## src/design/pitd_pkg.sv

```systemverilog
// Shared types and constants for the pixel invert, tint and desaturate block.
`default_nettype none

package pitd_pkg;

    localparam int SAMPLE_W   = 16;
    localparam int GAIN_W     = 17;
    localparam int CFG_IDX_W  = 3;
    localparam int CFG_DATA_W = 17;
    localparam int NUM_LANES  = 3;

    // Rec.709 luminance weights with 16 fraction bits; they sum to exactly 65536.
    localparam logic [15:0] LUMA_R = 16'd13933;
    localparam logic [15:0] LUMA_G = 16'd46871;
    localparam logic [15:0] LUMA_B = 16'd4732;

    // Register reset values.
    localparam logic                  RST_MODE_SELECT   = 1'b0;
    localparam logic                  RST_RGB_ENABLE    = 1'b1;
    localparam logic [SAMPLE_W-1:0]   RST_INVERT_AMOUNT = 16'd0;
    localparam logic [GAIN_W-1:0]     RST_GAIN          = 17'd32768;
    localparam logic [SAMPLE_W-1:0]   RST_MIX_STRENGTH  = 16'd32768;

    typedef enum logic [CFG_IDX_W-1:0] {
        CFG_MODE_SELECT   = 3'd0,
        CFG_RGB_ENABLE    = 3'd1,
        CFG_INVERT_AMOUNT = 3'd2,
        CFG_RED_GAIN      = 3'd3,
        CFG_GREEN_GAIN    = 3'd4,
        CFG_BLUE_GAIN     = 3'd5,
        CFG_MIX_STRENGTH  = 3'd6
    } t_cfg_idx;

    typedef struct packed {
        logic [SAMPLE_W-1:0] red;
        logic [SAMPLE_W-1:0] green;
        logic [SAMPLE_W-1:0] blue;
    } t_pix;

endpackage

`default_nettype wire

```

## src/design/pitd_if.sv

```systemverilog
// Channel interfaces: input pixel, output pixel and configuration write.
`default_nettype none


interface pitd_out_if import pitd_pkg::*; ();
    logic                valid;
    logic                ready;
    logic [SAMPLE_W-1:0] red_out;
    logic [SAMPLE_W-1:0] green_out;
    logic [SAMPLE_W-1:0] blue_out;

    modport source (output valid, output red_out, output green_out, output blue_out,
                    input ready);
    modport sink   (input valid, input red_out, input green_out, input blue_out,
                    output ready);
endinterface


`default_nettype wire

```

## src/design/pitd_obuf.sv

```systemverilog
// Output register with one skid entry; the upstream ready comes from a register.
`default_nettype none

module pitd_obuf import pitd_pkg::*; (
    input  wire logic i_clk,
    input  wire logic i_rst_n,
    input  wire logic i_push,
    input  wire t_pix i_word,
    output logic      o_space,
    pitd_out_if.source o_pix
);

    logic r_out_v, n_out_v;
    logic r_skid_v, n_skid_v;
    t_pix r_out, r_skid;
    logic w_take_out;

    assign w_take_out = !r_out_v || o_pix.ready;

    always_comb begin
        n_out_v  = w_take_out ? (r_skid_v || i_push) : 1'b1;
        n_skid_v = w_take_out ? 1'b0 : (r_skid_v || i_push);
    end

    always_ff @(posedge i_clk) begin
        if (!i_rst_n) begin
            r_out_v  <= 1'b0;
            r_skid_v <= 1'b0;
        end else begin
            r_out_v  <= n_out_v;
            r_skid_v <= n_skid_v;
        end
    end

    always_ff @(posedge i_clk) begin
        if (w_take_out) begin
            r_out <= r_skid_v ? r_skid : i_word;
        end
        if (!w_take_out && i_push) begin
            r_skid <= i_word;
        end
    end

    assign o_space         = !r_skid_v;
    assign o_pix.valid     = r_out_v;
    assign o_pix.red_out   = r_out.red;
    assign o_pix.green_out = r_out.green;
    assign o_pix.blue_out  = r_out.blue;

endmodule

`default_nettype wire

```

## src/flat_wrapper.sv

```systemverilog
// flat-port wrapper written by rule: the top's interface ports become plain ports
module pitd_obuf_flat import pitd_pkg::*;
  (i_clk, i_rst_n, i_push, i_word, o_space, o_pix_valid, o_pix_red_out, o_pix_green_out, o_pix_blue_out, o_pix_ready);
  pitd_out_if o_pix_i ();
  input  wire logic i_clk;
  input  wire logic i_rst_n;
  input  wire logic i_push;
  input  wire t_pix i_word;
  output logic o_space;
  output wire logic [$bits(o_pix_i.valid)-1:0] o_pix_valid;
  output wire logic [$bits(o_pix_i.red_out)-1:0] o_pix_red_out;
  output wire logic [$bits(o_pix_i.green_out)-1:0] o_pix_green_out;
  output wire logic [$bits(o_pix_i.blue_out)-1:0] o_pix_blue_out;
  input wire logic [$bits(o_pix_i.ready)-1:0] o_pix_ready;
  assign o_pix_valid = o_pix_i.valid;
  assign o_pix_red_out = o_pix_i.red_out;
  assign o_pix_green_out = o_pix_i.green_out;
  assign o_pix_blue_out = o_pix_i.blue_out;
  assign o_pix_i.ready = o_pix_ready;
  pitd_obuf u_core (.i_clk(i_clk), .i_rst_n(i_rst_n), .i_push(i_push), .i_word(i_word), .o_space(o_space), .o_pix(o_pix_i));
endmodule
```

## config.mk

```make
export PLATFORM = sky130hd
export DESIGN_NAME = pitd_obuf_flat
export DESIGN_NICKNAME = d
export VERILOG_FILES = /design/src/design/pitd_pkg.sv /design/src/design/pitd_if.sv /design/src/design/pitd_obuf.sv /design/src/flat_wrapper.sv
export SDC_FILE = /design/constraint.sdc
export NUM_CORES = 1
export LEC_CHECK = 0
export ABC_AREA = 1
export BUFFER_PORTS_ARGS = -buffer_cell sky130_fd_sc_hd__buf_2
export CORE_AREA = 2 2 92 94
export DETAILED_ROUTE_END_ITERATION = 8
export DIE_AREA = 0 0 94 96
export PLACE_DENSITY = 0.75
export SYNTH_ARGS = -nofsm -noshare
export SYNTH_HDL_FRONTEND = slang
export SYNTH_SLANG_ARGS = --single-unit
```

## constraint.sdc

```tcl
create_clock -name i_clk -period 4.2 [get_ports i_clk]
set_input_delay 0.21 -clock i_clk [delete_from_list [all_inputs] [get_ports i_clk]]
set_output_delay 0.21 -clock i_clk [all_outputs]
set_load 0.05 [all_outputs]
```

Yosys cells after proc, flatten, opt, wreduce, memory -nomap -nowiden
Cells that the tools add are included.
Word-level totals
  register bits: 98
  bits of input ports: 52
  output and inout port bits: 50
  logic and storage cells: 18
Operators by class
  multiplexer cells: 2
  bitwise operators: 1
  reduce and logical (&&, ||, !) cells: 7
Operators by type and width (number)
  48-bit two-way mux: 1
  1-bit zero test: 3
  1-bit logical OR: 2
  2-bit OR reduction: 1
  1-bit logical AND: 1
  1-bit two-way mux: 1
  1-bit NOT: 1

Longest topological paths before layout
  depth after elaboration: 4
  mapped depth: 6
  depth with buffers taken out: 3

Worst setup path after synthesis
Ideal clock, no wire load.
  path type: reg-to-reg
  from: reg u_core.r_out_v, in the netlist u_core.o_pix.valid
  to: reg u_core.r_skid[0] (netlist name) (enable)
  arrival: 4023 ps
  required time: 3747 ps
  setup slack: -276 ps
  cell stages (with the launch flop): 3
  path buffers: 0
  cells stage by stage: dfxtp_1 nand2_1 nor2_1
Between the ends
  cells in the longest elaborated chain, start to end: 4
RTL lines
  from (decl): RTL line pitd_obuf.sv:13  | logic r_out_v, n_out_v;
  from (signal assigned): RTL line pitd_obuf.sv:30  | r_out_v <= n_out_v;
  1-bit zero test: RTL line pitd_obuf.sv:18  | assign w_take_out = !r_out_v || o_pix.ready;
  1-bit logical OR: RTL line pitd_obuf.sv:18
  net u_core.w_take_out: RTL line pitd_obuf.sv:16  | logic w_take_out;
  1-bit zero test: RTL line pitd_obuf.sv:39  | if (!w_take_out && i_push) begin
  1-bit logical AND: RTL line pitd_obuf.sv:39
  to (signal assigned): RTL line pitd_obuf.sv:40  | r_skid <= i_word;
  to (decl): RTL line pitd_obuf.sv:15  | t_pix r_out, r_skid;
The timed path passes the listed nets, and every way through them passes these cells.
A chain may end at the register's enable or synchronous reset.

Worst setup path after layout
  from: reg u_core.r_skid_v
  to: out o_space
Between the ends
  cells in the longest elaborated chain, start to end: 1
RTL lines
  from (decl): RTL line pitd_obuf.sv:14  | logic r_skid_v, n_skid_v;
  from (signal assigned): RTL line pitd_obuf.sv:31  | r_skid_v <= n_skid_v;
  1-bit zero test: RTL line pitd_obuf.sv:44  | assign o_space = !r_skid_v;
  to (decl): RTL line flat_wrapper.sv:9  | output logic o_space;
No other way between the ends.

==> results_dict.tcl <==
set metrics [dict create \
    cts_setup_buffers 0 \
    relSlewSlack_pct 39.5 \
    min_period_ns 2.45 \
    dpl.cell_count 460 \
    via_per_inst 4.41 \
    worstReg2RegStart "u_core.o_pix.valid" \
    fin_nets 418 \
    startpoint_type "register" \
    tns_ns 0 \
    cts_sinks 98 \
    gp_congestion 0.714 \
    dieArea_sq_um 9020 \
    fmax_ghz 0.408 \
    dr.pass1.iters 4 \
    postSynthCellCount 263 \
    grt_overflow 0 \
    hp-start "i_word[26]" \
    final_util_pct 54.4 \
    skew_ns 0.00794 \
    cap_violations 0 \
    die_h_um 96 \
    root_buffer "clkbuf_8" \
    cp-end-kind "output port" \
    grt_usage_pct 13.6 \
    seq_area_frac_synth_pct 81.9 \
    synth_nets 315 \
    place_hpwl_um 3920 \
    diodes 0 \
    use_met1_pct 18.0 \
    setup_slack_ns 1.75 \
    grt_pass1_wl_um 9150 \
    wl_per_cell_um 12.4 \
    syn_avg_cell_area_sq_um 13.6 \
    grt_max_degree 52 \
    clock_latency_ns 0.35 \
    arrival_ns 2.24 \
    hold_buffers 0 \
    required_ns 3.99 \
    antenna_left 0 \
    cp-startpoint "u_core.r_skid_v" \
    setup_viol 0 \
    fin_crit_sh_pct 58.3 \
    outcome "completed" \
    grt_pass1_vias 1987 \
    dp_slack_ns 2.00 \
    portBuffers 101 \
    fin_cells 476 \
    vdd_drop_max_v 0.000200 \
    synth_cell_types 10 \
    gr-usage-met3_pct 2.74 \
    core_sq_um 8050 \
    busiest_layer "met2" \
    leakage_nw 1.89 \
    cts.repair.resized 0 \
    critical_path_class "register to output port" \
    drtIter0Drc 119 \
    area_growth_pct 22.6 \
    fill_cells 693 \
    vias 2101 \
    cts_buffer_depth 2 \
    synthTopCellsByArea "edfxtp_1 (81%), nand2_1 (15%), buf_2 (1.3%)" \
    htreeDepth 3 \
    cts_made_buffers 9 \
    ios 102 \
    hold_class "input pin to register" \
    crit_fanout 51 \
    power.total_w 0.00204 \
    globalRouteMet2Util_pct 21.7 \
    path_clk_slew_ns 0.09 \
    synth_area_leader_cell "edfxtp_1" \
    rsz0062_at_grt "false" \
    slew_viol_final 0 \
    wl_um 5910 \
    hold_viol_final 0 \
    drc 0 \
    yosys_register_bits 98 \
    rows 33 \
    synth_top_area_share_pct 80.7 \
    drive_above_1_share_pct 32.3 \
    synth.cell_area_sq_um 3570 \
    worstMarginPinSlew_ns 0.907 \
    powerDensity_nw_per_um2 467 \
    antenna_found_initial 0 \
    ys_warn_count 0 \
    die_w_um 94 \
    tritoncts "done" \
    start_util_pct 44.4 \
]
==> kinds of logic (layout without fill, tap and decap cells) <==
logic type | after synthesis | in the layout | synth area share [%]
simple gates | 150 | 150 | 15.8
flops | 98 | 98 | 81.8
buf+inv | 14 | 122 | 2.21
compound gates | 1 | 1 | 0.140
==> registers in the layout, indices dropped and copies added (netlist names) <==
register and cells:
u_core.o_pix.green_out 16, u_core.r_skid 48, u_core.o_pix.red_out 16, u_core.r_skid_v 1, u_core.o_pix.valid 1, u_core.o_pix.blue_out 16
==> synthesized netlist by cell type <==
master and n:
inv_2 1, o21ai_0 1, dfxtp_1 2, edfxtp_1 96, buf_2 9, buf_6 2, inv_1 2, nand2_1 146
nor2_1 3, nand3_1 1
==> power breakdown <==
| group | internal, W | total, W | switching, W | leakage (nW) |
|---|---|---|---|---|
| clock network | 0.000334 | 0.000626 | 0.000292 | 0.0972 |
| logic | 0.0000577 | 0.000264 | 0.000206 | 0.838 |
| registers | 0.00113 | 0.00115 | 0.0000166 | 0.952 |
==> layer usage <==
layer	share of wire [%]	routed length (um)
met5	0	0
met4	1.7	102
met3	7.3	433
met2	48	2810
met1	43	2560
==> through the flow <==
step	instance area [sq um]	hold WS (ns)
detailed placement	4170	0.405
CTS	4380	0.0308
floorplan	3570	0.309
global route	4380	0.0314
global placement	4170	0.406
finish	4380	0.0483
==> cell usage in the layout, fill, tap and decap left out <==
cell type     n
clkbuf_8      9
nand3_1       1
edfxtp_1     96
nor2_4        1
buf_2       101
nor2_1        2
o21ai_0       1
dfxtp_2       1
inv_2         1
buf_4         2
dfxtp_1       1
inv_1         2
nand2_2       1
bufinv_16     2
nand2_1     145
clkinv_1      1
clkinvlp_4    2
clkbuf_1      2
==> final timing paths <==
path,cells after the start,slack [ns],endpoint
worst max-delay path,2,1.75,o_space
worst min-delay path,1,0.05,u_core.r_skid[26]
worst max register to register,4,2.06,u_core.r_skid[29]
worst min register to register,2,0.52,u_core.o_pix.red_out[3]
==> area by class of cell <==
cell class / count / area, sq um / share of cell area (%)
inverters: 3 / 11.3 / 0.257
clock buffers: 11 / 131 / 3.00
flip-flops and latches: 98 / 2920 / 66.8
multi-input cells: 151 / 579 / 13.2
repair buffers: 103 / 520 / 11.9
well taps: 105 / 131 / 3.00
clock inverters: 5 / 78.8 / 1.80
==> critical path: stages, from the launching register on <==
cell and delay, ns:
dfxtp_2 0.93, inv_2 0.58, buf_2 0.38
No activity file was read; power rests on OpenSTA's default activity.
