### src/design/pitd_pkg.sv
// Shared types and constants for the pixel invert, tint and desaturate block.
`default_nettype none

package pitd_pkg;

    localparam int SAMPLE_W   = 16;
    localparam int GAIN_W     = 17;
    localparam int CFG_IDX_W  = 3;
    localparam int CFG_DATA_W = 17;
    localparam int NUM_LANES  = 3;

    // Rec.709 luminance weights with 16 fraction bits; they sum to exactly 65536.
    localparam logic [15:0] LUMA_R = 16'd13933;
    localparam logic [15:0] LUMA_G = 16'd46871;
    localparam logic [15:0] LUMA_B = 16'd4732;

    // Register reset values.
    localparam logic                  RST_MODE_SELECT   = 1'b0;
    localparam logic                  RST_RGB_ENABLE    = 1'b1;
    localparam logic [SAMPLE_W-1:0]   RST_INVERT_AMOUNT = 16'd0;
    localparam logic [GAIN_W-1:0]     RST_GAIN          = 17'd32768;
    localparam logic [SAMPLE_W-1:0]   RST_MIX_STRENGTH  = 16'd32768;

    typedef enum logic [CFG_IDX_W-1:0] {
        CFG_MODE_SELECT   = 3'd0,
        CFG_RGB_ENABLE    = 3'd1,
        CFG_INVERT_AMOUNT = 3'd2,
        CFG_RED_GAIN      = 3'd3,
        CFG_GREEN_GAIN    = 3'd4,
        CFG_BLUE_GAIN     = 3'd5,
        CFG_MIX_STRENGTH  = 3'd6
    } t_cfg_idx;

    typedef struct packed {
        logic [SAMPLE_W-1:0] red;
        logic [SAMPLE_W-1:0] green;
        logic [SAMPLE_W-1:0] blue;
    } t_pix;

endpackage

`default_nettype wire

### src/design/pitd_lane.sv
// One color lane: invert-tint and desaturate-mix paths over three register stages.
`default_nettype none

module pitd_lane import pitd_pkg::*; #(
    parameter int FRAC_BITS = 15
) (
    input  wire logic                i_clk,
    input  wire logic                i_en,
    input  wire logic [SAMPLE_W-1:0] i_sample,
    input  wire logic [GAIN_W-1:0]   i_gain,
    input  wire logic [SAMPLE_W-1:0] i_invert,
    input  wire logic [SAMPLE_W-1:0] i_strength,
    input  wire logic                i_mode,
    input  wire logic                i_bypass,
    input  wire logic [SAMPLE_W-1:0] i_lum,
    output logic      [SAMPLE_W-1:0] o_result
);

    localparam logic [FRAC_BITS:0] ONE = {1'b1, {FRAC_BITS{1'b0}}};
    // Magnitude of ONE - 2c.
    localparam int AW  = ((FRAC_BITS > 17) ? FRAC_BITS : 17) + 1;
    localparam int P1W = SAMPLE_W + AW;
    localparam int QW  = P1W - FRAC_BITS;
    localparam int SW  = QW + 1;
    // Any blended value at or above (ONE+1)*ONE clamps the same way, so it saturates.
    localparam int VW  = (QW + 1 < 2 * FRAC_BITS + 1) ? QW + 1 : 2 * FRAC_BITS + 1;
    localparam int P3W = GAIN_W + VW;
    localparam int PW  = P3W - FRAC_BITS;
    localparam int CW  = (PW > FRAC_BITS + 1) ? PW : FRAC_BITS + 1;
    localparam int MQW = 2 * SAMPLE_W - FRAC_BITS;
    localparam int MSW = ((MQW > SAMPLE_W) ? MQW : SAMPLE_W) + 1;
    localparam int MCW = (MSW > FRAC_BITS + 1) ? MSW : FRAC_BITS + 1;

    // Stage 1: invert product.
    logic [P1W-1:0]      r_s1_prod, n_s1_prod;
    logic                r_s1_neg,  n_s1_neg;
    logic [SAMPLE_W-1:0] r_s1_c;
    logic [AW-1:0]       w_two_c, w_one, w_magd;

    // Stage 2: blended value.
    logic [VW-1:0]       r_s2_v,    n_s2_v;
    logic                r_s2_vneg, n_s2_vneg;
    logic [SAMPLE_W-1:0] r_s2_c;
    logic [SW-1:0]       w_q, w_c2, w_sum;

    // Stage 3: gain product and mix product.
    logic [P3W-1:0]      r_s3_gp,   n_s3_gp;
    logic                r_s3_vneg;
    logic [2*SAMPLE_W-1:0] r_s3_mp, n_s3_mp;
    logic                r_s3_mneg, n_s3_mneg;
    logic [SAMPLE_W-1:0] r_s3_c;
    logic [SAMPLE_W-1:0] w_mmag;

    // Final selection.
    logic [CW-1:0]       w_p, w_inv;
    logic [MCW-1:0]      w_mc, w_mq, w_mix;

    always_comb begin
        w_two_c   = AW'({i_sample, 1'b0});
        w_one     = AW'(ONE);
        n_s1_neg  = w_two_c > w_one;
        w_magd    = n_s1_neg ? (w_two_c - w_one) : (w_one - w_two_c);
        n_s1_prod = P1W'(i_invert) * P1W'(w_magd);
    end

    always_comb begin
        w_q       = SW'(r_s1_prod[P1W-1:FRAC_BITS]);
        w_c2      = SW'(r_s1_c);
        n_s2_vneg = r_s1_neg && (w_q > w_c2);
        w_sum     = r_s1_neg ? (w_c2 - w_q) : (w_c2 + w_q);
        if ((w_sum >> VW) != '0) begin
            n_s2_v = '1;
        end else begin
            n_s2_v = w_sum[VW-1:0];
        end
    end

    always_comb begin
        n_s3_gp   = P3W'(i_gain) * P3W'(r_s2_v);
        n_s3_mneg = r_s2_c > i_lum;
        w_mmag    = n_s3_mneg ? (r_s2_c - i_lum) : (i_lum - r_s2_c);
        n_s3_mp   = (2*SAMPLE_W)'(i_strength) * (2*SAMPLE_W)'(w_mmag);
    end

    always_ff @(posedge i_clk) begin
        if (i_en) begin
            r_s1_prod <= n_s1_prod;
            r_s1_neg  <= n_s1_neg;
            r_s1_c    <= i_sample;
            r_s2_v    <= n_s2_v;
            r_s2_vneg <= n_s2_vneg;
            r_s2_c    <= r_s1_c;
            r_s3_gp   <= n_s3_gp;
            r_s3_vneg <= r_s2_vneg;
            r_s3_mp   <= n_s3_mp;
            r_s3_mneg <= n_s3_mneg;
            r_s3_c    <= r_s2_c;
        end
    end

    always_comb begin
        w_p = CW'(r_s3_gp[P3W-1:FRAC_BITS]);
        if (r_s3_vneg) begin
            w_inv = '0;
        end else if (w_p > CW'(ONE)) begin
            w_inv = CW'(ONE);
        end else begin
            w_inv = w_p;
        end

        w_mc = MCW'(r_s3_c);
        w_mq = MCW'(r_s3_mp[2*SAMPLE_W-1:FRAC_BITS]);
        priority if (r_s3_mneg && (w_mq > w_mc)) begin
            w_mix = '0;
        end else if (r_s3_mneg) begin
            w_mix = w_mc - w_mq;
        end else begin
            w_mix = w_mc + w_mq;
        end
        if (w_mix > MCW'(ONE)) begin
            w_mix = MCW'(ONE);
        end

        priority if (i_bypass) begin
            o_result = r_s3_c;
        end else if (i_mode) begin
            o_result = w_mix[SAMPLE_W-1:0];
        end else begin
            o_result = w_inv[SAMPLE_W-1:0];
        end
    end

endmodule

`default_nettype wire

### config.mk
export PLATFORM = sky130hd
export DESIGN_NAME = pitd_lane
export DESIGN_NICKNAME = d
export VERILOG_FILES = /design/src/design/pitd_pkg.sv /design/src/design/pitd_lane.sv
export SDC_FILE = /design/constraint.sdc
export NUM_CORES = 2
export LEC_CHECK = 0
export BUFFER_PORTS_ARGS = -buffer_cell sky130_fd_sc_hd__buf_4
export CAP_MARGIN = 40
export CORE_AREA = 2 2 324 198
export DETAILED_ROUTE_END_ITERATION = 7
export DIE_AREA = 0 0 326 200
export PLACE_DENSITY = 0.86
export SLEW_MARGIN = 10
export SYNTH_ARGS = -nofsm -noshare
export SYNTH_HDL_FRONTEND = slang
export SYNTH_SLANG_ARGS = --single-unit
### constraint.sdc
create_clock -name i_clk -period 11.02 [get_ports i_clk]
set_input_delay 2.204 -clock i_clk [delete_from_list [all_inputs] [get_ports i_clk]]
set_output_delay 2.204 -clock i_clk [all_outputs]
set_load 0.005 [all_outputs]
Word level (Yosys, flattened, before mapping)
Cells that the tools add are included.

operators by class
  $add $sub $neg = 8
  muxes and demuxes = 10
  reductions and logical operators = 2
  order comparisons = 6
  $mul = 3

operators by type and width
  operator                                                                            count
  16-bit 2-to-1 mux                                                                   6
  18-bit 2-to-1 mux                                                                   3
  17-bit by 20-bit multiplier with 37-bit output                                      1
  16-bit by 18-bit multiplier with 34-bit output                                      1
  16-bit by 16-bit multiplier with 32-bit output                                      1
  16-bit subtractor                                                                   2
  22-bit by 16-bit greater-than comparator with 1-bit output (second input constant)  1
  16-bit by 19-bit adder with 20-bit output                                           1
  20-bit 2-to-1 mux                                                                   1
  16-bit by 19-bit subtractor with 20-bit output                                      1
  19-bit by 16-bit greater-than comparator with 1-bit output                          1
  16-bit by 17-bit adder with 18-bit output                                           1
  18-bit by 16-bit greater-than comparator with 1-bit output (second input constant)  1
  16-bit by 17-bit subtractor with 18-bit output                                      1
  16-bit by 17-bit subtractor with 18-bit output (first input constant)               1
  17-bit by 16-bit subtractor with 18-bit output (second input constant)              1
  17-bit by 16-bit greater-than comparator with 1-bit output                          1
  17-bit by 16-bit greater-than comparator with 1-bit output (second input constant)  1
  16-bit greater-than comparator                                                      1
  1-bit logical AND                                                                   2

word-level totals
  output and inout port bits = 16
  bits in registers = 175
  input port bits = 85

Logic depth before layout (Yosys ltp)
  depth after elaboration = 7
  gate-level depth with buffers = 39

Worst setup path before layout
Ideal clock, no wire load.

  path kind = input port to flip-flop
  from = in i_lum[0]
  to = reg r_s3_mp[31], data pin
  setup time = 0.260 ns
  slack = 0.698 ns
  cell stages on the path = 34
  data arrival time = 10.062 ns
  required time = 10.760 ns
  cell sequence = ha_1 inv_1 fa_1 a211oi_2 o21bai_1 o311ai_4 a21o_4 mux2_2 o311ai_2 a21oi_1 nor2_1 xnor2_1 clkbuf_1 nand2_1 fa_1 inv_1 fa_1 fa_1 fa_1 fa_1 inv_1 fa_1 inv_1 ha_1 a21oi_1 nor2b_1 o21ai_0 nand2b_1 a221o_1 nor3b_1 a221oi_2 a211o_1 a21oi_1 xnor2_1

between the ends
  word-level cells in the longest chain between the ends = 3

RTL lines
  element                                                              line                              RTL
  start, declared                                                      pitd_lane.sv:15                   input wire logic [SAMPLE_W-1:0] i_lum,
  16-bit subtractor or 16-bit greater-than comparator (tied branches)  pitd_lane.sv:81, pitd_lane.sv:80
  16-bit 2-to-1 mux *                                                  pitd_lane.sv:81                   w_mmag = n_s3_mneg ? (r_s2_c - i_lum) : (i_lum - r_s2_c);
  16-bit by 16-bit multiplier with 32-bit output *                     pitd_lane.sv:82                   n_s3_mp = (2*SAMPLE_W)'(i_strength) * (2*SAMPLE_W)'(w_mmag);
  net n_s3_mp[31]                                                      pitd_lane.sv:49                   logic [2*SAMPLE_W-1:0] r_s3_mp, n_s3_mp;
  end signal, assigned                                                 pitd_lane.sv:95                   r_s3_mp <= n_s3_mp;
  end, declared                                                        pitd_lane.sv:49

Mark *: on every way through the listed nets, which the timed path passes. The rest lies on a longest branch.
A chain may end at the register's enable or synchronous reset.

Final worst setup path
Ends and elaborated chain as after synthesis.

==> impl_metrics.yaml <==
synthesis:
  synth_area_sq_um: 36900
  ys_async_sr_fraction: 0
  synth_edf_count: 130
  syn_avg_cell_area_sq_um: 9.111
  yosysWarnings: 0
  yosys.area.top_type: "fa_1"
  seq_area_frac_synth: 0.1058
  synth.ff_latch_count: 130
  synth_ff_type: "edfxtp_1"
  synth_area_leaders: "fa_1 37%, ha_1 14%, edfxtp_1 11%"
  synth_nets: 5219
  ys_types: 91
  synthCells: 4050
  yosysTopAreaCellShare: 0.3651
timing:
  max-slew-margin-rel: 0.3984
  worst_pin_slew_ns: 0.8960
  fin_crit_sh: 0.9645
  finalHoldViolations: 0
  timing.fmax_mhz: 94.09
  setup_tns_ns: 0
  setup_viol: 0
  worst_slack_ns: 0.3917
  skew_ns: 0.01046
  slew_violations: 0
  period_minus_slack_ns: 10.63
clocking:
  clockBufferDepth: 2
  clock-root-buffer: "clkbuf_16"
  clkTransAtPathRegs_ns: 0.07
  clk_latency_ns: 0.44
  cts_tree: "yes"
  cts_buffers: 17
  clock_sinks: 130
  post-cts-setup-buffer-count: 0
  cts_max_level: 4
die:
  num_io_pins: 101
  core_sq_um: 62100
  die_area_sq_um: 65200
  die_w_microns: 326
  die_y_microns: 200
  rows: 71
  initial_core_util: 0.5942
setup_path:
  crit_path_end: "r_s3_mp[31]"
  max_stage_delay_ns: 0.58
  worst_path_dominant_cell_family: "adder cells"
  slowest_stage: "fa_1"
  cp-start-kind: "input pin"
  r2r-start: "r_s2_c[0]"
  startpoint: "i_lum[0]"
  worst_ep_arrival_time_ns: 10.81
  endpoint_kind: "flop"
  critPathKind: "input pin to flop"
  r2r_cells: 33
  cp_data_required_time_ns: 11.21
  reg2reg_to: "r_s3_mp[31]"
  critPathMostFrequentCell: "fa_1"
  worstPathMaxFanout: 11
  path_depth: 33
  path_buf_inv: 4
  rrSetupSlack_ns: 1.57
run_status:
  outcome: "finished, final reports clean"
placed_design:
  placed_area_sq_um: 38440
  routabilityCongestion: 0.9462
  post-place-ws_ns: -0.04424
  portBuffers: 100
  dp_hpwl_mm: 77.14
final_layout:
  syn_to_final_growth_pct: 5.944
  layout_commonest_cell: "inv_1"
  finalInstanceArea_sq_um: 39090
  drive_above_1_share: 0.06370
  layout_common_cells: "862 x inv_1, 673 x fa_1, 562 x nand2_1"
  final_nets: 5206
global_route:
  grt-ovfl-total: 0
  grt_pass1_vias: 29530
  grt_pass1_wl_mm: 157.4
  grt_max_degree: 65
  antenna_found_initial: 3
  grt_usage: 0.3064
routing:
  dr.pass1.iters: 8
  wl_met2_mm: 41.61
  avgViaCountPerCell: 5.823
  wirelength_met1_mm: 40.50
  routedWlPerCell_microns: 19.70
  ant_nets: 0
  wl_met3_mm: 11.96
  vias: 28480
  drt-initial-drc-count: 3215
  drc: 0
  wl_mm: 96.33
  top_layer_used: "met4"
run:
  max_cap_viol_count: 0
hold_path:
  worstHoldPathType: "flop to flop"
-- cells in the mapped netlist, types with 28 or more instances --
master and instances:
xor2_1 32, and2_1 309, o21ai_0 69, nor2b_1 47
nand3_1 30, inv_1 862, ha_1 411, nand4_1 38
xnor2_1 86, edfxtp_1 130, nand2b_1 28, a21oi_1 110
nor2_1 71, fa_1 673, a21o_1 42, nand2_1 562
clkbuf_1 159
-- per-stage QoR --
| step | std cells | hold WS (ns) | util |
|---|---|---|---|
| final | 4891 | 0.4360 | 0.6296 |
| after global routing | 4891 | 0.4537 | 0.6296 |
| after CTS | 4888 | 0.4334 | 0.6289 |
| after detailed placement | 4856 | 0.4203 | 0.6191 |
| after global placement | 4851 | 0.4032 | 0.6179 |
| after floorplan | 4050 | 0.4003 | - |
-- repair_timing --
action                     CTS  global route
hold buffers                 0             0
setup endpoints to repair    0             2
gates resized for setup      0             4
-- per-layer routing --
layer  GRT usage  up-vias
li1            -    12580
met1      0.4394    14100
met2      0.4620     1628
met3     0.08577      171
met4     0.07578        0
met5           0        -
-- kinds of logic after synthesis --
family / count (synthesis) / share of synthesized area
XOR/XNOR: 119 / 0.02845
flip-flops: 130 / 0.1058
adder cells (fa/ha/maj): 1084 / 0.5045
buffers and inverters: 1060 / 0.1107
multiplexers: 14 / 0.004069
AND/OR/NAND/NOR: 1225 / 0.1684
AO/OA/AOI/OAI: 418 / 0.07809
-- flip-flops by register name, summed over array words and instances, names as in the netlist, 16 cells and up --
signal     cells
r_s1_c        16
r_s1_prod     19
r_s2_c        16
r_s2_v        20
r_s3_c        16
r_s3_gp       22
r_s3_mp       17
-- layout make-up --
| type | instances | area (sq um) |
|---|---|---|
| multi-input combinational | 2860 | 28980 |
| fill | 4834 | 23000 |
| sequential | 130 | 3904 |
| inverter | 862 | 3236 |
| timing repair buffer | 166 | 1308 |
| tap | 839 | 1050 |
| clock buffer | 17 | 425.4 |
| clock inverter | 15 | 186.4 |
| antenna | 2 | 5.005 |
-- how the worst min path moves through the flow --
stage,slack [ns],cells after the start,start,to
2_1_floorplan,0.40,0,r_s2_vneg,r_s3_vneg
3_3_place_gp,0.40,0,r_s2_vneg,r_s3_vneg
3_5_place_dp,0.42,0,r_s2_vneg,r_s3_vneg
4_1_cts,0.43,0,r_s2_vneg,r_s3_vneg
5_1_grt,0.45,0,r_s2_vneg,r_s3_vneg
6_report,0.44,0,r_s2_vneg,r_s3_vneg
Power is left out: the tool's default activity adds up to more than one toggle a clock period on the data nets, which glitch-free logic cannot reach.
