[config.mk]
export PLATFORM = sky130hd
export DESIGN_NAME = pitd_luma
export DESIGN_NICKNAME = d
export VERILOG_FILES = /design/src/design/pitd_pkg.sv /design/src/design/pitd_luma.sv
export SDC_FILE = /design/constraint.sdc
export NUM_CORES = 1
export LEC_CHECK = 0
export BUFFER_PORTS_ARGS = -buffer_cell sky130_fd_sc_hd__buf_2
export CORE_MARGIN = 10
export CORE_UTILIZATION = 50
export CTS_CLUSTER_SIZE = 40
export DETAILED_ROUTE_END_ITERATION = 6
export PLACE_DENSITY = 0.64
export SYNTH_ARGS = -nofsm -noshare
export SYNTH_HDL_FRONTEND = slang
export SYNTH_SLANG_ARGS = --single-unit
[constraint.sdc]
create_clock -name i_clk -period 10.55 [get_ports i_clk]
set_clock_uncertainty 0.2 [all_clocks]
set_input_delay 0 -clock i_clk [delete_from_list [all_inputs] [get_ports i_clk]]
set_output_delay 0 -clock i_clk [all_outputs]
set_load 0.01 [all_outputs]
[src/design/pitd_pkg.sv]
// Shared types and constants for the pixel invert, tint and desaturate block.
`default_nettype none

package pitd_pkg;

    localparam int SAMPLE_W   = 16;
    localparam int GAIN_W     = 17;
    localparam int CFG_IDX_W  = 3;
    localparam int CFG_DATA_W = 17;
    localparam int NUM_LANES  = 3;

    // Rec.709 luminance weights with 16 fraction bits; they sum to exactly 65536.
    localparam logic [15:0] LUMA_R = 16'd13933;
    localparam logic [15:0] LUMA_G = 16'd46871;
    localparam logic [15:0] LUMA_B = 16'd4732;

    // Register reset values.
    localparam logic                  RST_MODE_SELECT   = 1'b0;
    localparam logic                  RST_RGB_ENABLE    = 1'b1;
    localparam logic [SAMPLE_W-1:0]   RST_INVERT_AMOUNT = 16'd0;
    localparam logic [GAIN_W-1:0]     RST_GAIN          = 17'd32768;
    localparam logic [SAMPLE_W-1:0]   RST_MIX_STRENGTH  = 16'd32768;

    typedef enum logic [CFG_IDX_W-1:0] {
        CFG_MODE_SELECT   = 3'd0,
        CFG_RGB_ENABLE    = 3'd1,
        CFG_INVERT_AMOUNT = 3'd2,
        CFG_RED_GAIN      = 3'd3,
        CFG_GREEN_GAIN    = 3'd4,
        CFG_BLUE_GAIN     = 3'd5,
        CFG_MIX_STRENGTH  = 3'd6
    } t_cfg_idx;

    typedef struct packed {
        logic [SAMPLE_W-1:0] red;
        logic [SAMPLE_W-1:0] green;
        logic [SAMPLE_W-1:0] blue;
    } t_pix;

endpackage

`default_nettype wire

[src/design/pitd_luma.sv]
// Two-stage Rec.709 luminance unit that combines the three input samples.
`default_nettype none

module pitd_luma import pitd_pkg::*; (
    input  wire logic                i_clk,
    input  wire logic                i_en,
    input  wire logic [SAMPLE_W-1:0] i_red,
    input  wire logic [SAMPLE_W-1:0] i_green,
    input  wire logic [SAMPLE_W-1:0] i_blue,
    output logic      [SAMPLE_W-1:0] o_lum
);

    logic [31:0]         r_pr, r_pg, r_pb;
    logic [31:0]         n_pr, n_pg, n_pb;
    logic [SAMPLE_W-1:0] r_lum;
    logic [31:0]         w_sum;

    always_comb begin
        n_pr = 32'(i_red)   * 32'(LUMA_R);
        n_pg = 32'(i_green) * 32'(LUMA_G);
        n_pb = 32'(i_blue)  * 32'(LUMA_B);
    end

    // The weights sum to 65536, so the total stays below 2^32.
    assign w_sum = r_pr + r_pg + r_pb;

    always_ff @(posedge i_clk) begin
        if (i_en) begin
            r_pr  <= n_pr;
            r_pg  <= n_pg;
            r_pb  <= n_pb;
            r_lum <= w_sum[31:16];
        end
    end

    assign o_lum = r_lum;

endmodule

`default_nettype wire

Word-level counts from Yosys, hierarchy flattened
Index checks and enable logic that the tools add are counted.

Add/subtract/negate cells: 2. Multiply operators: 3.

Operators with widths (number): 30-bit by 32-bit adder with 32-bit output (1); 32-bit by 29-bit adder with 32-bit output (1); 16-bit by 16-bit multiplier with 32-bit output, second input constant (1); 16-bit by 14-bit multiplier with 30-bit output, second input constant (1); 16-bit by 11-bit multiplier with 27-bit output, second input constant (1).

Register bits: 105. Bits of input ports: 50. Output and inout port bits: 16. Word-level logic and storage cells: 9.

Depth between registers and ports, before layout
Gate-level depths: netlist (run 1).

Word-level depth: 2. Depth in mapped cells: 21. Mapped depth without buffers: 21.

Least setup slack after synthesis (run 1)
Ideal clock, no wire load.

Kind: in2reg. From: in i_green[5]. To: reg r_pg[31], data pin. Library setup time: 0.260 ns. Arrival time: 4.696 ns. Data required time: 10.090 ns. Path slack: 5.395 ns. Stages: 18. Buffers on the path: 0. Cell sequence: ha_1 fa_1 inv_1 fa_1 inv_1 fa_1 fa_1 inv_1 fa_1 inv_1 ha_1 nand2_1 o31ai_2 a21oi_2 o311ai_2 a221o_1 a31oi_1 xnor2_1.

Cells in the longest elaborated chain, start to end: 1.

RTL lines: start: declaration (line pitd_luma.sv:8) `input wire logic [SAMPLE_W-1:0] i_green,`; 16-bit by 16-bit multiplier with 32-bit output (line pitd_luma.sv:20) `n_pg = 32'(i_green) * 32'(LUMA_G);`; net n_pg[31] (line pitd_luma.sv:14) `logic [31:0] n_pr, n_pg, n_pb;`; end signal: assignment (line pitd_luma.sv:30) `r_pg <= n_pg;`; end: declaration (line pitd_luma.sv:13) `logic [31:0] r_pr, r_pg, r_pb;`.

The timed path passes the listed nets, and every way through them passes these cells. A chain may end at the register's enable or synchronous reset.

Worst setup path in the final report (run 1)
From: in i_red[2]. To: reg r_pr[28], data pin.

Cells in the longest elaborated chain, start to end: 1.

RTL lines: start: declaration (line pitd_luma.sv:7) `input wire logic [SAMPLE_W-1:0] i_red,`; 16-bit by 14-bit multiplier with 30-bit output (line pitd_luma.sv:19) `n_pr = 32'(i_red) * 32'(LUMA_R);`; net n_pr[28] (line pitd_luma.sv:14); end signal: assignment (line pitd_luma.sv:29) `r_pr <= n_pr;`; end: declaration (line pitd_luma.sv:13).

The timed path passes the listed nets, and every way through them passes these cells.

==> results.tsv, run 1 <==
metric	value	unit
Critical Path RT	10.52	ns
status	finished, final reports clean	
chip height	209	µm
# diodes	0	
CP max FO	5	
Synth area leader	fa_1	
root buffer cell	clkbuf_16	
nets@finish	2413	
maxcap violations	0	
netlist area before placement	0.0179	mm²
Via-to-Cell Ratio	5.25	
R2R Setup Slk	6.37	ns
# IOs	66	
total vias in the final route	11587	
Post-DP HPWL	33500	µm
htree depth	3	
die area	0.0438	mm²
Netlist cell types	61	
register area share after synthesis	0.176	
Slew HR	0.311	
largest net degree at the start of global routing	81	
RSZ-0062 raised after global routing	false	
row count	69	
reg2reg start	r_pr[11]	
Final Slew Violations	0	
Post-CTS Setup Bufs	0	
area of the core	0.0355	mm²
Yosys top cell area share	0.295	
GRT Total Usage	0.179	
Placed Area	0.0188	mm²
initial antenna violation count	0	
synth top area cells	fa_1 (30%), ha_1 (25%), edfxtp_1 (18%)	
layout cells sized above 1	0.0538	
setup tns final	0	ns
Worst Path Class, Setup	primary input to flop	
async set or reset register ratio after synthesis	0	
startpoint types	primary input	
die width	209	µm
crit path time final	5.76	ns
Yosys reg bits	105	
Worst-path clk slew	0.08	ns
Cells after Synth	1662	
Worst setup EP type	flop	
R2R Path End	o_lum[15]	
global-route wire length before repair	63400	µm
P&R area growth vs syn	7.08	%
actual slew at the worst max-slew pin	1.03	ns
WL final	38000	µm
Hold Crit Class	primary input to flop	
Worst R2R Path Depth	11	
CP startpoint	i_red[2]	
later-pin clock latency in the skew report	0.36	ns
residual DRC count	0	
CTS Buffer Depth	2	
PostCTS Resize Cnt	0	
fill count	3172	
Setup crit end	r_pr[28]	
Tcrit/Tclk final	0.546	
EDFF count, synth	105	
Final setup viols	0	
area taken by flip-flops and latches	0.00315	mm²
drt first pass iters	5	
Final Hold Fails	0	
1st-iter DRT viols	514	
GRT overflow	0	
hold_ws	0.0561	ns
CP Data Arrival Time	5.73	ns
CTS Buf Count	9	
max frequency	0.174	GHz
number of global-route vias before repair	12270	
gpl congestion	0.929	
Final Cell Area	0.0192	mm²
Avg Cell Area, Syn	10.8	µm²
Syn. warnings	0	
area taken by multi-input logic gates	0.0133	mm²
CTS tree	done	
Primary FF master, synth	edfxtp_1	
Initial Util	0.504	
post-route ant nets	0	
buffers added on ports	65	
CTS sink cnt	105	
WL/cell	17.2	µm
Synth Net Count	2333	
-- through the flow --
stage	utilization	worst slack [ns]	cells
3_5_place_dp	0.530	4.84	2184
6_report	0.540	4.79	2208
2_1_floorplan	-	5.39	1662
4_1_cts	0.540	4.80	2208
3_3_place_gp	0.530	4.93	2184
5_1_grt	0.540	4.51	2208
-- sequential cells by signal (all words and copies together) (netlist names) --
name	count
r_pb	27
r_pg	32
o_lum	16
r_pr	30
-- cell usage after synthesis (2+ instances only) --
| library cell | number |
|---|---|
| o22ai_1 | 4 |
| ha_1 | 357 |
| and3_1 | 5 |
| o31a_1 | 2 |
| inv_1 | 367 |
| buf_1 | 2 |
| o21bai_1 | 12 |
| a21oi_1 | 83 |
| fa_1 | 264 |
| nand2_1 | 53 |
| nand4_1 | 9 |
| a211o_1 | 5 |
| o32ai_1 | 2 |
| nand3_1 | 15 |
| a2111oi_0 | 2 |
| edfxtp_1 | 105 |
| o21ai_0 | 35 |
| and2_1 | 7 |
| a21oi_2 | 2 |
| a31oi_1 | 6 |
| or3_1 | 3 |
| nor2b_1 | 7 |
| xnor2_1 | 72 |
| clkbuf_1 | 3 |
| nor4_1 | 3 |
| nor2_1 | 62 |
| mux2i_1 | 2 |
| a21o_1 | 50 |
| o21a_1 | 8 |
| o31ai_1 | 5 |
| nand2b_1 | 13 |
| nor3_1 | 19 |
| a211oi_1 | 7 |
| xor2_1 | 41 |
| o211ai_1 | 3 |
| a221o_1 | 2 |
-- routing by layer --
layer	up-vias	wire, µm	track usage
li1	5661	-	-
met1	5748	18500	0.260
met2	159	18000	0.290
met3	19	1180	0.0166
met4	0	239	0.0246
met5	-	0	0
-- worst max-delay path, cell delays in order --
cell           delay [ns]
dlygate4sd3_1        0.53
buf_2                0.17
ha_1                 0.35
xor2_1               0.31
ha_1                 0.31
fa_1                 0.54
fa_1                 0.44
fa_1                 0.49
inv_1                0.05
fa_1                 0.47
inv_1                0.04
ha_1                 0.37
nand3_1              0.12
nor2_1               0.16
nand2_1              0.07
a211oi_1             0.37
nor2_1               0.13
a21oi_1              0.34
a21oi_1              0.16
a311oi_1             0.29
-- worst min-delay path by stage --
stage / from / to / slack (ns) / cells past startpoint
2_1_floorplan: i_blue[0] / r_pb[2] / -0.10 / 0
5_1_grt: i_red[4] / r_pr[4] / 0.09 / 3
6_report: i_red[4] / r_pr[4] / 0.06 / 3
3_5_place_dp: i_red[1] / r_pr[1] / 0.07 / 1
3_3_place_gp: i_red[1] / r_pr[1] / 0.06 / 1
4_1_cts: i_red[4] / r_pr[4] / 0.05 / 3
-- layout by cell type, fill, tap and decap left out, drive strengths merged, types with 4 or more instances in the layout --
cell	instances
o21ai	37
nand2b	13
nand2	53
buf	66
a211o	5
xnor2	72
inv	370
nand3	15
dlygate4sd3	8
fa	264
nor2	62
o22ai	4
o31ai	6
o21a	8
clkbuf	9
a21o	50
xor2	41
ha	357
a211oi	8
and2	7
o21bai	12
nor2b	7
a31oi	7
edfxtp	105
a21oi	85
nor3	19
and3	5
nand4	9
-- logic make-up (layout without fill, tap and decap cells) --
logic type | count (synthesis) | count (layout) | synth area share
and+or+nand+nor | 200 | 200 | 0.0519
xor gates and xnor gates | 113 | 113 | 0.0553
DFF | 105 | 105 | 0.176
muxes | 2 | 2 | 0.00112
AOI/OAI and AO/OA | 249 | 249 | 0.0926
adders and majority gates | 621 | 621 | 0.545
buffers and inverters | 372 | 457 | 0.0780
-- what timing repair did --
action,CTS,global route
hold endpoints to repair,32,0
hold buffers,8,0
setup endpoints to repair,0,0
-- cell type report --
| cell class | count | share of cell area |
|---|---|---|
| Multi-Input combinational cell | 1185 | 0.696 |
| Sequential cell | 105 | 0.165 |
| Inverter | 367 | 0.0719 |
| Tap cell | 461 | 0.0301 |
| Timing Repair Buffer | 74 | 0.0217 |
| Clock buffer | 9 | 0.0118 |
| Clock inverter | 7 | 0.00359 |
Power of run 1 is left out: the tool's default activity adds up to more than one toggle a clock period on the data nets, which glitch-free logic cannot reach.
==> run 2: changes to the inputs <==
==> constraint.sdc (replaced) <==
create_clock -name i_clk -period 5.5 [get_ports i_clk]
set_clock_uncertainty 0.2 [all_clocks]
set_input_delay 0 -clock i_clk [delete_from_list [all_inputs] [get_ports i_clk]]
set_output_delay 0 -clock i_clk [all_outputs]
set_load 0.01 [all_outputs]
==> results.tsv, run 2 (synthesis gave the netlist of run 1 again) <==
metric	value	unit
row count	69	
Final Hold Fails	0	
worst hold start	i_en	
CTS Buffer Depth	2	
total vias in the final route	11650	
htree depth	3	
Hold Crit Class	primary input to flop	
GRT Total Usage	0.180	
CTS Buf Count	9	
1st-iter DRT viols	522	
drt first pass iters	4	
Worst R2R Path Depth	11	
residual DRC count	0	
area taken by multi-input logic gates	0.0135	mm²
hold_ws	0.00118	ns
Via-to-Cell Ratio	5.21	
Final setup viols	0	
R2R Setup Slk	1.25	ns
CP max FO	4	
R2R Path End	o_lum[12]	
area taken by flip-flops and latches	0.00315	mm²
Critical Path RT	5.39	ns
WL final	38300	µm
crit path time final	5.34	ns
Finished Core Util	0.550	
gpl congestion	0.929	
Worst-path clk slew	0.07	ns
WL/cell	17.1	µm
Post-CTS Setup Bufs	0	
P&R area growth vs syn	9.07	%
CP Data Arrival Time	5.23	ns
Final Slew Violations	0	
Hold Path End	o_lum[0]	
CTS tree	done	
later-pin clock latency in the skew report	0.35	ns
nets@finish	2443	
area of the core	0.0355	mm²
Worst setup EP type	flop	
most flop-heavy register	r_pg	
Post-DP HPWL	33800	µm
depth of the worst hold-timing path	1	
maxcap violations	0	
# diodes	0	
chip height	209	µm
most frequent cells in the layout	inv_1 (367), ha_1 (348), fa_1 (262)	
CTS sink cnt	105	
fill count	3153	
buffers added on ports	65	
GRT overflow	0	
startpoint types	primary input	
actual slew at the worst max-slew pin	0.868	ns
commonest non-fill, non-tap cell in the layout	inv_1	
Worst Path Class, Setup	primary input to flop	
die width	209	µm
Tcrit/Tclk final	0.971	
# IOs	66	
root buffer cell	clkbuf_16	
Initial Util	0.504	
global-route wire length before repair	64100	µm
status	finished, final reports clean	
max FFs per register	32	
die area	0.0438	mm²
max frequency	0.187	GHz
largest net degree at the start of global routing	56	
number of global-route vias before repair	12397	
Slew HR	0.407	
post-route ant nets	0	
largest registers	r_pg: 32 flops, r_pr: 30 flops, r_pb: 27 flops	
initial antenna violation count	0	
layout cells sized above 1	0.0850	
reg2reg start	r_pb[2]	
-- run 2: changes by cell type in the layout (fill, tap and decap cells not counted), moves of 5 or more --
cell,before,now
ha_2,0,7
a21oi_2,2,7
ha_1,357,348
a21oi_1,83,78
buf_4,2,35
-- run 2: area by class of cell --
type | instances | area share
multi-input combinational | 1185 | 0.691
sequential | 105 | 0.162
inverter | 367 | 0.0706
timing repair buffer | 104 | 0.0330
tap | 461 | 0.0295
clock buffer | 9 | 0.0115
clock inverter | 7 | 0.00327
-- run 2: critical path: stages --
cell and delay (ns):
dlygate4sd3_1 0.54, buf_2 0.16, ha_2 0.21, xor2_2 0.29, ha_4 0.26, fa_1 0.58, fa_1 0.44, fa_1 0.50
inv_1 0.05, fa_1 0.47, inv_1 0.05, ha_1 0.30, nand3_2 0.12, nor2_4 0.14, nand2_1 0.08, a211oi_2 0.21
buf_4 0.17, nor2_2 0.04, a21oi_1 0.13, buf_4 0.15, a21o_1 0.11, a21oi_1 0.08, xnor2_1 0.16
-- run 2: worst max-delay path by stage --
| stage | startpoint | endpoint | slack (ns) | cells after the start |
|---|---|---|---|---|
| after floorplan | i_green[5] | r_pg[31] | 0.34 | 18 |
| after global placement | i_green[5] | r_pg[31] | 0.08 | 19 |
| after detailed placement | i_green[5] | r_pg[31] | 0.04 | 19 |
| after CTS | i_red[3] | r_pr[24] | 0.004 | 25 |
| after global routing | i_red[0] | r_pr[24] | -0.06 | 23 |
| final | i_red[0] | r_pr[24] | 0.16 | 23 |
-- run 2: what timing repair did --
item	in CTS	in global routing
hold buffers	6	0
gates resized for setup	0	37
hold endpoints to repair	6	0
setup endpoints to repair	0	20
-- run 2: per-layer routing --
layer  vias up  global-route usage  part of all wire
li1       5723                   -                 -
met1      5736               0.265              0.49
met2       173               0.287              0.47
met3        18              0.0177             0.029
met4         0              0.0233            0.0072
met5         -                   0                 0
-- run 2: per-stage QoR --
step           setup slack [ns]  cells  TNS [ns]  area, µm²
2_1_floorplan             0.345   1662         0      17900
3_3_place_gp             0.0846   2216         0      19000
3_5_place_dp             0.0429   2216         0      19000
4_1_cts                 0.00379   2238         0      19400
5_1_grt                 -0.0602   2238    -0.144      19500
6_report                  0.161   2238         0      19500
Power of run 2 is left out for the same reason.
